$ cat src/sha1_pkg.sv
// Shared types and constants for the SHA-1 digest block.
`default_nettype none
package sha1_pkg;

   localparam logic [31:0] H_INIT0 = 32'h67452301;
   localparam logic [31:0] H_INIT1 = 32'hEFCDAB89;
   localparam logic [31:0] H_INIT2 = 32'h98BADCFE;
   localparam logic [31:0] H_INIT3 = 32'h10325476;
   localparam logic [31:0] H_INIT4 = 32'hC3D2E1F0;

   localparam logic [31:0] K_ROUND0 = 32'h5A827999;
   localparam logic [31:0] K_ROUND1 = 32'h6ED9EBA1;
   localparam logic [31:0] K_ROUND2 = 32'h8F1BBCDC;
   localparam logic [31:0] K_ROUND3 = 32'hCA62C1D6;

   localparam logic [6:0] LAST_ROUND = 7'd79;
   localparam logic [5:0] LEN_FILL   = 6'd56;
   localparam logic [5:0] FULL_FILL  = 6'd63;
   localparam logic [2:0] LAST_WORD_IDX = 3'd4;

   typedef enum logic [1:0] {
      SRC_MSG   = 2'd0,
      SRC_PAD80 = 2'd1,
      SRC_ZERO  = 2'd2,
      SRC_LEN   = 2'd3
   } byte_src_type;

   typedef struct packed {
      logic         load_in;
      logic         put;
      byte_src_type byte_src;
      logic [2:0]   byte_idx;
      logic         count;
      logic         load_vars;
      logic         round;
      logic [6:0]   rnd;
      logic         add_chain;
      logic         clear_msg;
      logic [2:0]   out_idx;
   } sha1_cmd_type;

   typedef struct packed {
      logic [5:0] fill;
      logic [2:0] nbytes;
      logic       last;
   } sha1_status_type;

endpackage
`default_nettype wire

$ cat src/sha1_if.sv
// Valid/ready channel interfaces for message words and digest words.
`default_nettype none
interface sha1_req_if;
   logic        valid;
   logic        ready;
   logic [31:0] data_word;
   logic [2:0]  valid_bytes;
   logic        last_word;
   modport source (output valid, data_word, valid_bytes, last_word, input ready);
   modport sink (input valid, data_word, valid_bytes, last_word, output ready);
endinterface

interface sha1_rsp_if;
   logic        valid;
   logic        ready;
   logic [31:0] digest_word;
   logic [2:0]  word_index;
   logic        last_result;
   modport source (output valid, digest_word, word_index, last_result, input ready);
   modport sink (input valid, digest_word, word_index, last_result, output ready);
endinterface
`default_nettype wire

$ cat src/sha1_datapath.sv
// SHA-1 datapath: byte packing, schedule window, round logic and chaining values.
`default_nettype none
module sha1_datapath import sha1_pkg::*; (
   input  wire logic            clock,
   input  wire logic            reset,
   input  wire sha1_cmd_type    cmd,
   input  wire logic [31:0]     in_data,
   input  wire logic [2:0]      in_bytes,
   input  wire logic            in_last,
   output sha1_status_type      status,
   output logic [31:0]          digest_word
);

   logic [31:0] data_ff;
   logic [2:0]  nbytes_ff;
   logic        last_ff;
   logic [5:0]  fill_ff;
   logic [31:0] acc_ff;
   logic [31:0] w_ff [16];
   logic [31:0] h_ff [5];
   logic [31:0] v_ff [5];
   logic [63:0] bitcnt_ff;

   logic [7:0]  byte_val;
   logic [4:0]  pos_sh;
   logic [31:0] merged;
   logic [31:0] w_new;
   logic [31:0] w_t;
   logic [31:0] f_val;
   logic [31:0] k_val;
   logic [31:0] tmp;
   logic        push_word;

   always_comb begin
      case (cmd.byte_src)
         SRC_MSG:   byte_val = 8'(data_ff >> {~cmd.byte_idx[1:0], 3'b000});
         SRC_PAD80: byte_val = 8'h80;
         SRC_LEN:   byte_val = 8'(bitcnt_ff >> {~cmd.byte_idx, 3'b000});
         default:   byte_val = 8'h00;
      endcase
   end

   // byte lands at position fill[1:0], first byte in the top lane
   assign pos_sh    = {~fill_ff[1:0], 3'b000};
   assign merged    = (acc_ff & ~(32'h0000_00FF << pos_sh)) | (32'(byte_val) << pos_sh);
   assign push_word = cmd.put && (fill_ff[1:0] == 2'd3);

   // w_ff[0] holds W[t-16] once the window has turned over
   always_comb begin
      w_new = w_ff[13] ^ w_ff[8] ^ w_ff[2] ^ w_ff[0];
      w_new = {w_new[30:0], w_new[31]};
      w_t   = (cmd.rnd < 7'd16) ? w_ff[0] : w_new;
   end

   always_comb begin
      if (cmd.rnd < 7'd20) begin
         f_val = (v_ff[1] & v_ff[2]) | (~v_ff[1] & v_ff[3]);
         k_val = K_ROUND0;
      end else if (cmd.rnd < 7'd40) begin
         f_val = v_ff[1] ^ v_ff[2] ^ v_ff[3];
         k_val = K_ROUND1;
      end else if (cmd.rnd < 7'd60) begin
         f_val = (v_ff[1] & v_ff[2]) | (v_ff[1] & v_ff[3]) | (v_ff[2] & v_ff[3]);
         k_val = K_ROUND2;
      end else begin
         f_val = v_ff[1] ^ v_ff[2] ^ v_ff[3];
         k_val = K_ROUND3;
      end
      tmp = {v_ff[0][26:0], v_ff[0][31:27]} + f_val + v_ff[4] + w_t + k_val;
   end

   always_ff @(posedge clock) begin
      if (cmd.load_in) begin
         data_ff   <= in_data;
         nbytes_ff <= (in_bytes > 3'd4) ? 3'd4 : in_bytes;
         last_ff   <= in_last;
      end
      if (cmd.put) begin
         acc_ff <= merged;
      end
      if (push_word || cmd.round) begin
         for (int i = 0; i < 15; i++) begin
            w_ff[i] <= w_ff[i + 1];
         end
         w_ff[15] <= cmd.round ? w_t : merged;
      end
   end

   always_ff @(posedge clock) begin
      if (reset) begin
         fill_ff   <= '0;
         bitcnt_ff <= '0;
         h_ff[0]   <= H_INIT0;
         h_ff[1]   <= H_INIT1;
         h_ff[2]   <= H_INIT2;
         h_ff[3]   <= H_INIT3;
         h_ff[4]   <= H_INIT4;
         for (int i = 0; i < 5; i++) begin
            v_ff[i] <= '0;
         end
      end else begin
         if (cmd.put) begin
            fill_ff <= fill_ff + 6'd1;
         end
         if (cmd.count) begin
            bitcnt_ff <= bitcnt_ff + 64'd8;
         end
         if (cmd.load_vars) begin
            for (int i = 0; i < 5; i++) begin
               v_ff[i] <= h_ff[i];
            end
         end else if (cmd.round) begin
            v_ff[0] <= tmp;
            v_ff[1] <= v_ff[0];
            v_ff[2] <= {v_ff[1][1:0], v_ff[1][31:2]};
            v_ff[3] <= v_ff[2];
            v_ff[4] <= v_ff[3];
         end
         if (cmd.clear_msg) begin
            bitcnt_ff <= '0;
            fill_ff   <= '0;
            h_ff[0]   <= H_INIT0;
            h_ff[1]   <= H_INIT1;
            h_ff[2]   <= H_INIT2;
            h_ff[3]   <= H_INIT3;
            h_ff[4]   <= H_INIT4;
         end else if (cmd.add_chain) begin
            for (int i = 0; i < 5; i++) begin
               h_ff[i] <= h_ff[i] + v_ff[i];
            end
         end
      end
   end

   always_comb begin
      case (cmd.out_idx)
         3'd0:    digest_word = h_ff[0];
         3'd1:    digest_word = h_ff[1];
         3'd2:    digest_word = h_ff[2];
         3'd3:    digest_word = h_ff[3];
         default: digest_word = h_ff[4];
      endcase
   end

   assign status.fill   = fill_ff;
   assign status.nbytes = nbytes_ff;
   assign status.last   = last_ff;

endmodule
`default_nettype wire

$ cat src/sha1_ctrl.sv
// SHA-1 controller: sequences bytes, padding, rounds and digest output.
`default_nettype none
module sha1_ctrl import sha1_pkg::*; (
   input  wire logic            clock,
   input  wire logic            reset,
   input  wire logic            req_valid,
   output logic                 req_ready,
   output logic                 rsp_valid,
   input  wire logic            rsp_ready,
   input  wire sha1_status_type status,
   output sha1_cmd_type         cmd
);

   typedef enum logic [7:0] {
      ST_IDLE  = 8'b0000_0001,
      ST_MSG   = 8'b0000_0010,
      ST_PAD   = 8'b0000_0100,
      ST_LEN   = 8'b0000_1000,
      ST_LOADV = 8'b0001_0000,
      ST_ROUND = 8'b0010_0000,
      ST_ADD   = 8'b0100_0000,
      ST_OUT   = 8'b1000_0000
   } state_type;

   state_type  state_ff, state_in;
   state_type  ret_ff, ret_in;
   logic [2:0] idx_ff, idx_in;
   logic [6:0] rnd_ff, rnd_in;

   always_comb begin
      state_in  = state_ff;
      ret_in    = ret_ff;
      idx_in    = idx_ff;
      rnd_in    = rnd_ff;
      req_ready = 1'b0;
      rsp_valid = 1'b0;
      cmd       = '0;
      cmd.byte_src = SRC_ZERO;
      cmd.byte_idx = idx_ff;
      cmd.rnd      = rnd_ff;
      cmd.out_idx  = idx_ff;
      case (state_ff)
         ST_IDLE: begin
            req_ready = 1'b1;
            if (req_valid) begin
               cmd.load_in = 1'b1;
               idx_in      = '0;
               state_in    = ST_MSG;
            end
         end
         ST_MSG: begin
            if (idx_ff < status.nbytes) begin
               cmd.put      = 1'b1;
               cmd.byte_src = SRC_MSG;
               cmd.count    = 1'b1;
               idx_in       = idx_ff + 3'd1;
               if (status.fill == FULL_FILL) begin
                  ret_in   = ST_MSG;
                  state_in = ST_LOADV;
               end
            end else if (status.last) begin
               cmd.put      = 1'b1;
               cmd.byte_src = SRC_PAD80;
               if (status.fill == FULL_FILL) begin
                  ret_in   = ST_PAD;
                  state_in = ST_LOADV;
               end else begin
                  state_in = ST_PAD;
               end
            end else begin
               state_in = ST_IDLE;
            end
         end
         ST_PAD: begin
            if (status.fill == LEN_FILL) begin
               idx_in   = '0;
               state_in = ST_LEN;
            end else begin
               cmd.put = 1'b1;
               if (status.fill == FULL_FILL) begin
                  ret_in   = ST_PAD;
                  state_in = ST_LOADV;
               end
            end
         end
         ST_LEN: begin
            cmd.put      = 1'b1;
            cmd.byte_src = SRC_LEN;
            idx_in       = idx_ff + 3'd1;
            if (idx_ff == 3'd7) begin
               ret_in   = ST_OUT;
               state_in = ST_LOADV;
            end
         end
         ST_LOADV: begin
            cmd.load_vars = 1'b1;
            rnd_in        = '0;
            state_in      = ST_ROUND;
         end
         ST_ROUND: begin
            cmd.round = 1'b1;
            rnd_in    = rnd_ff + 7'd1;
            if (rnd_ff == LAST_ROUND) begin
               state_in = ST_ADD;
            end
         end
         ST_ADD: begin
            cmd.add_chain = 1'b1;
            idx_in        = (ret_ff == ST_OUT) ? 3'd0 : idx_ff;
            state_in      = ret_ff;
         end
         ST_OUT: begin
            rsp_valid = 1'b1;
            if (rsp_ready) begin
               idx_in = idx_ff + 3'd1;
               if (idx_ff == LAST_WORD_IDX) begin
                  cmd.clear_msg = 1'b1;
                  state_in      = ST_IDLE;
               end
            end
         end
         default: begin
            state_in = ST_IDLE;
         end
      endcase
   end

   always_ff @(posedge clock) begin
      if (reset) begin
         state_ff <= ST_IDLE;
         ret_ff   <= ST_IDLE;
         idx_ff   <= '0;
         rnd_ff   <= '0;
      end else begin
         state_ff <= state_in;
         ret_ff   <= ret_in;
         idx_ff   <= idx_in;
         rnd_ff   <= rnd_in;
      end
   end

   round_range_a: assert property (@(posedge clock) disable iff (reset)
      state_ff == ST_ROUND |-> rnd_ff <= LAST_ROUND)
      else $error("round index past last round");

   round_exit_a: assert property (@(posedge clock) disable iff (reset)
      state_ff == ST_ROUND && rnd_ff == LAST_ROUND |=> state_ff == ST_ADD)
      else $error("compression did not end after last round");

   out_idx_a: assert property (@(posedge clock) disable iff (reset)
      state_ff == ST_OUT |-> idx_ff <= LAST_WORD_IDX)
      else $error("digest word index out of range");

   len_fill_a: assert property (@(posedge clock) disable iff (reset)
      state_ff == ST_PAD && status.fill == LEN_FILL |=> state_ff == ST_LEN)
      else $error("length field not started at byte 56");

endmodule
`default_nettype wire

$ cat src/sha1_message_digest.sv
// SHA-1 digest: takes big-endian message words, one byte per cycle into a 64-byte
// block while no compression is running. A full word is accepted, its four bytes
// are put, and the controller returns to idle for the next word. Each full block
// then passes through the round unit (load, 80 rounds at one per cycle, chaining
// add). The last word adds its padding and length bytes, one per cycle, and one
// compression (two if fewer than 9 bytes were free). The five digest words h0 to
// h4 are then offered one per cycle while the sink is ready. A new message word is
// taken only when the previous one has been fully consumed and, for a last word,
// its digest fully delivered.
`default_nettype none
module sha1_message_digest import sha1_pkg::*; (
   input  wire logic    clock,
   input  wire logic    reset,
   sha1_req_if.sink     req_chan,
   sha1_rsp_if.source   rsp_chan
);

   sha1_cmd_type    cmd;
   sha1_status_type status;
   logic [31:0]     digest_word;

   sha1_ctrl u_ctrl (
      .clock     (clock),
      .reset     (reset),
      .req_valid (req_chan.valid),
      .req_ready (req_chan.ready),
      .rsp_valid (rsp_chan.valid),
      .rsp_ready (rsp_chan.ready),
      .status    (status),
      .cmd       (cmd)
   );

   sha1_datapath u_datapath (
      .clock       (clock),
      .reset       (reset),
      .cmd         (cmd),
      .in_data     (req_chan.data_word),
      .in_bytes    (req_chan.valid_bytes),
      .in_last     (req_chan.last_word),
      .status      (status),
      .digest_word (digest_word)
   );

   assign rsp_chan.digest_word = digest_word;
   assign rsp_chan.word_index  = cmd.out_idx;
   assign rsp_chan.last_result = (cmd.out_idx == LAST_WORD_IDX);

endmodule
`default_nettype wire

$ cat src/flat_wrapper.sv
// flat-port wrapper written by rule: the top's interface ports become plain ports
module sha1_message_digest_flat import sha1_pkg::*;
  (clock, reset, req_chan_valid, req_chan_data_word, req_chan_valid_bytes, req_chan_last_word, req_chan_ready, rsp_chan_valid, rsp_chan_digest_word, rsp_chan_word_index, rsp_chan_last_result, rsp_chan_ready);
  sha1_req_if req_chan_i ();
  sha1_rsp_if rsp_chan_i ();
  input  wire logic clock;
  input  wire logic reset;
  input wire logic [$bits(req_chan_i.valid)-1:0] req_chan_valid;
  input wire logic [$bits(req_chan_i.data_word)-1:0] req_chan_data_word;
  input wire logic [$bits(req_chan_i.valid_bytes)-1:0] req_chan_valid_bytes;
  input wire logic [$bits(req_chan_i.last_word)-1:0] req_chan_last_word;
  output wire logic [$bits(req_chan_i.ready)-1:0] req_chan_ready;
  output wire logic [$bits(rsp_chan_i.valid)-1:0] rsp_chan_valid;
  output wire logic [$bits(rsp_chan_i.digest_word)-1:0] rsp_chan_digest_word;
  output wire logic [$bits(rsp_chan_i.word_index)-1:0] rsp_chan_word_index;
  output wire logic [$bits(rsp_chan_i.last_result)-1:0] rsp_chan_last_result;
  input wire logic [$bits(rsp_chan_i.ready)-1:0] rsp_chan_ready;
  assign req_chan_i.valid = req_chan_valid;
  assign req_chan_i.data_word = req_chan_data_word;
  assign req_chan_i.valid_bytes = req_chan_valid_bytes;
  assign req_chan_i.last_word = req_chan_last_word;
  assign req_chan_ready = req_chan_i.ready;
  assign rsp_chan_valid = rsp_chan_i.valid;
  assign rsp_chan_digest_word = rsp_chan_i.digest_word;
  assign rsp_chan_word_index = rsp_chan_i.word_index;
  assign rsp_chan_last_result = rsp_chan_i.last_result;
  assign rsp_chan_i.ready = rsp_chan_ready;
  sha1_message_digest u_core (.clock(clock), .reset(reset), .req_chan(req_chan_i), .rsp_chan(rsp_chan_i));
endmodule
$ cat config.mk
export PLATFORM = sky130hd
export DESIGN_NAME = sha1_message_digest_flat
export DESIGN_NICKNAME = d
export VERILOG_FILES = /design/src/sha1_pkg.sv /design/src/sha1_if.sv /design/src/sha1_datapath.sv /design/src/sha1_ctrl.sv /design/src/sha1_message_digest.sv /design/src/flat_wrapper.sv
export SDC_FILE = /design/constraint.sdc
export NUM_CORES = 2
export LEC_CHECK = 0
export CAP_MARGIN = 40
export CORE_ASPECT_RATIO = 1.2
export CORE_MARGIN = 2
export CORE_UTILIZATION = 50
export DETAILED_ROUTE_END_ITERATION = 6
export DONT_BUFFER_PORTS = 1
export GPL_TIMING_DRIVEN = 0
export PLACE_DENSITY = 0.7
export SYNTH_ARGS = -nofsm -noshare
export SYNTH_HDL_FRONTEND = slang
export SYNTH_HIERARCHICAL = 1
export SYNTH_SLANG_ARGS = --single-unit
$ cat constraint.sdc
create_clock -name clock -period 40.3 [get_ports clock]
set_input_delay 2.015 -clock clock [delete_from_list [all_inputs] [get_ports clock]]
set_output_delay 2.015 -clock clock [all_outputs]
set_load 0.02 [all_outputs]
==> summary.md <==
| Metric | Value |
|---|---|
| Status | completed |
| Layout cells sized above 1 | 9.79% |
| Die area | 104000 sq um |
| Max-cap violations | 0 |
| Via count | 32900 |
| Synth Register Bits | 993 |
| Final nets | 4485 |
| TNS Setup | 0 ns |
| Vias in the first global route | 32100 |
| Clk slew on worst S/H paths | 0.06 ns |
| Mean Syn Cell Area | 13.0 sq um |
| Post-synthesis mux area share | 3.95% |
| DR pass1 iterations | 7 |
| Max VDD drop | 0.0365 mV |
| Core ar. | 100000 sq um |
| Final wirelength | 137000 um |
| Pwr Density | 40.7 nW/um^2 |
| Post-cts resize count | 0 |
| I/O Buffers | 0 |
| Cell family with most CP delay | compound AO/OA/AOI/OAI gates |
| Relative slew margins | 35.5% |
| Cells after synthesis | 3913 |
| Dpl hpwl | 102000 um |
| Tcrit/Tclk final | 20.8% |
| Total power | 2.31 mW |
| Final Core Density | 56.6% |
| WHS | 0.393 ns |
| Fin worst setup slack | 31.92 ns |
| Die width | 295 um |
| First-pass GRT wire length | 201000 um |
| Num ports | 78 |
| Critical path class | reg2reg |
| Total CTS buffers | 102 |
| Final ANT Viol Nets | 0 |
| Worst EP required | 40.74 ns |
| Post-synthesis xor/xnor area fraction | 5.15% |
| Synth warn | 6 |
| Flop-to-flop setup slack | 31.92 ns |
| Seq/Total Area, Yosys | 57.0% |
| Slowest stage delay, CP | 0.76 ns |
| DRC errors left | 0 |
| Post-synth top area share | 53.3% |
| GRT overflow | 0 |
| Height of the die | 353 um |
| Count leader, synth | edfxtp_1 |
| Final Slew Violations | 0 |
| Commonest cells in the netlist | edfxtp_1 (900), nor2_1 (295), nand2_1 (262), inv_1 (239), ha_1 (231) |
| Clock buffer depth | 3 |
| Pin count of the biggest net entering global routing | 69 |
| Crit path max-delay cell type | a41oi_1 |
| FP Rows | 127 |
| Post-synthesis net count | 4309 |
| Initial Util | 50.5% |
| Post-synth EDFFs | 900 |
| Final Skew | 0.0431 ns |
| Fmax | 119 MHz |
| Synth Flop Type | edfxtp_1 |
| CP Launch Type | flip-flop |
| Pre-CTS WS | 31.85 ns |
| DR iter-0 viols | 3029 |
| Wirelength per Cell | 24.7 um |
| Clk sink count | 993 |
| Setup violators final | 0 |
| Synth Area in Compound Gates | 11.7% |
| Gr usage total | 26.1% |
| Inserted Diodes | 0 |
| Postcts setup bufs | 0 |
| Synth Area in Simple Gates | 8.77% |
| Hold-fix buffers at CTS | 0 |
| Top cell type by total area after synthesis | edfxtp_1 |
| Lkg Pwr | 20.5 nW |
| Hold Path Class | reg2reg |
| Layout area overhead | 12.0% |
| Synth Area in Adders | 10.6% |
| Vias per inst | 5.95 |
| Post-Syn Area | 50700 sq um |
| Unrepaired setup endpoints after global routing | no |
| Worst Setup End Kind | flip-flop |
| Combinational family with the most area after synthesis | compound AO/OA/AOI/OAI gates |
| Antenna violations before repair | 1 |
| Root Buffer | clkbuf_16 |
| GP Congestion | 0.954 |
| CTS tree | done |
| Hold Vio Cnt, Final | 0 |
| Unique cell type count in the Yosys netlist | 110 |
| Worst skew pair latency | 0.70 ns |
| H-tree depth | 3 |
| Synth async-reset ratio | 0% |
| WP data arrival | 8.82 ns |
| Final worst path period need | 8.38 ns |
| Synth area leaders | edfxtp_1 (53%), ha_1 (5.7%), fa_1 (4.9%), dfxtp_1 (3.7%), xnor2_1 (3.2%) |
| Worst slew pin tran | 0.967 ns |
| Cell-by-cell trace of the critical path | a41oi_1, inv_1, or2_2, clkbuf_1, nand2_1, buf_1, buf_8, nor2_1, nor2_1, fa_1, fa_1, inv_1, fa_1, inv_1, ha_1, nand3_1, nor4_1, a21o_1, o41ai_2, o311a_1, a2111oi_0, nor2_1, xor2_1, o21ai_1 |
| CP max FO | 9 |
| CP bufs+invs | 6 |
-- report_power, final --
group	total, mW	internal [mW]	switching [mW]	leakage, nW
Clock	0.947	0.543	0.404	1.63
Combinational	0.214	0.0845	0.129	9.88
Sequential	1.15	1.13	0.0159	9.00
-- final timing paths --
path / startpoint / endpoint / cells after the start
max: u_core/u_ctrl/rnd_ff[4]$_SDFFE_PP0P_ / u_core/u_datapath/v_ff[0][30]$_DFFE_PP_ / 24
min: u_core/u_datapath/w_ff[0][174]$_DFFE_PP_ / u_core/u_datapath/w_ff[0][142]$_DFFE_PP_ / 0
max reg2reg: u_core/u_ctrl/rnd_ff[4]$_SDFFE_PP0P_ / u_core/u_datapath/v_ff[0][30]$_DFFE_PP_ / 24
min reg2reg: u_core/u_datapath/w_ff[0][174]$_DFFE_PP_ / u_core/u_datapath/w_ff[0][142]$_DFFE_PP_ / 0
-- per-stage QoR --
| stage | area [sq um] | cells |
|---|---|---|
| floorplan | 50700 | 3913 |
| global placement | 52400 | 5267 |
| detailed placement | 53400 | 5336 |
| CTS | 56700 | 5527 |
| global route | 56700 | 5530 |
| finish | 56700 | 5530 |
-- metal layers --
metal	share of wire, %	global-route usage (%)
met2	47	42.4
met3	7.1	4.68
met1	40	33.3
met4	5.8	13.9
met5	0	0
-- layout by cell type, fill, tap and decap left out, types with 24 or more instances in the layout --
master	n
clkbuf_16	103
nor2_1	295
and3_1	37
nand3_1	57
nand2_1	262
edfxtp_1	900
o22ai_1	24
o21ai_0	173
a21oi_1	184
xor2_1	115
inv_1	239
a22o_1	125
o21a_1	40
mux2_2	51
xnor2_1	183
fa_1	125
clkbuf_1	108
ha_1	231
nor3_1	36
dfxtp_1	93
a21o_1	88
nand2b_1	40
mux4_2	53
nor2b_1	57
-- registers in the layout, indices dropped and copies added, names as in the netlist, 8 cells and up --
| signal | count |
|---|---|
| u_core/u_datapath/h_ff | 160 |
| u_core/u_datapath/bitcnt_ff | 61 |
| u_core/u_ctrl/ret_ff | 8 |
| u_core/u_datapath/w_ff | 512 |
| u_core/u_ctrl/state_ff | 8 |
| u_core/u_datapath/v_ff | 160 |
| u_core/u_datapath/data_ff | 32 |
| u_core/u_datapath/acc_ff | 32 |
-- cell type report --
class	instances	area, sq um
clock inverters	66	666
fillers	8120	43500
flip-flops and latches	993	28900
multi-input cells	2558	20400
repair buffers	72	1010
inverters	241	905
well taps	1354	1690
plain buffers	121	494
clock buffers	125	2670
-- logic make-up (layout without fill, tap and decap cells) --
group | after synthesis | count (layout)
compound gates | 857 | 857
xor+xnor | 298 | 298
fa+ha+maj | 356 | 356
buf+inv | 362 | 625
flops | 993 | 993
mux | 127 | 127
simple gates | 920 | 920
(Power assumes the default switching activity.)
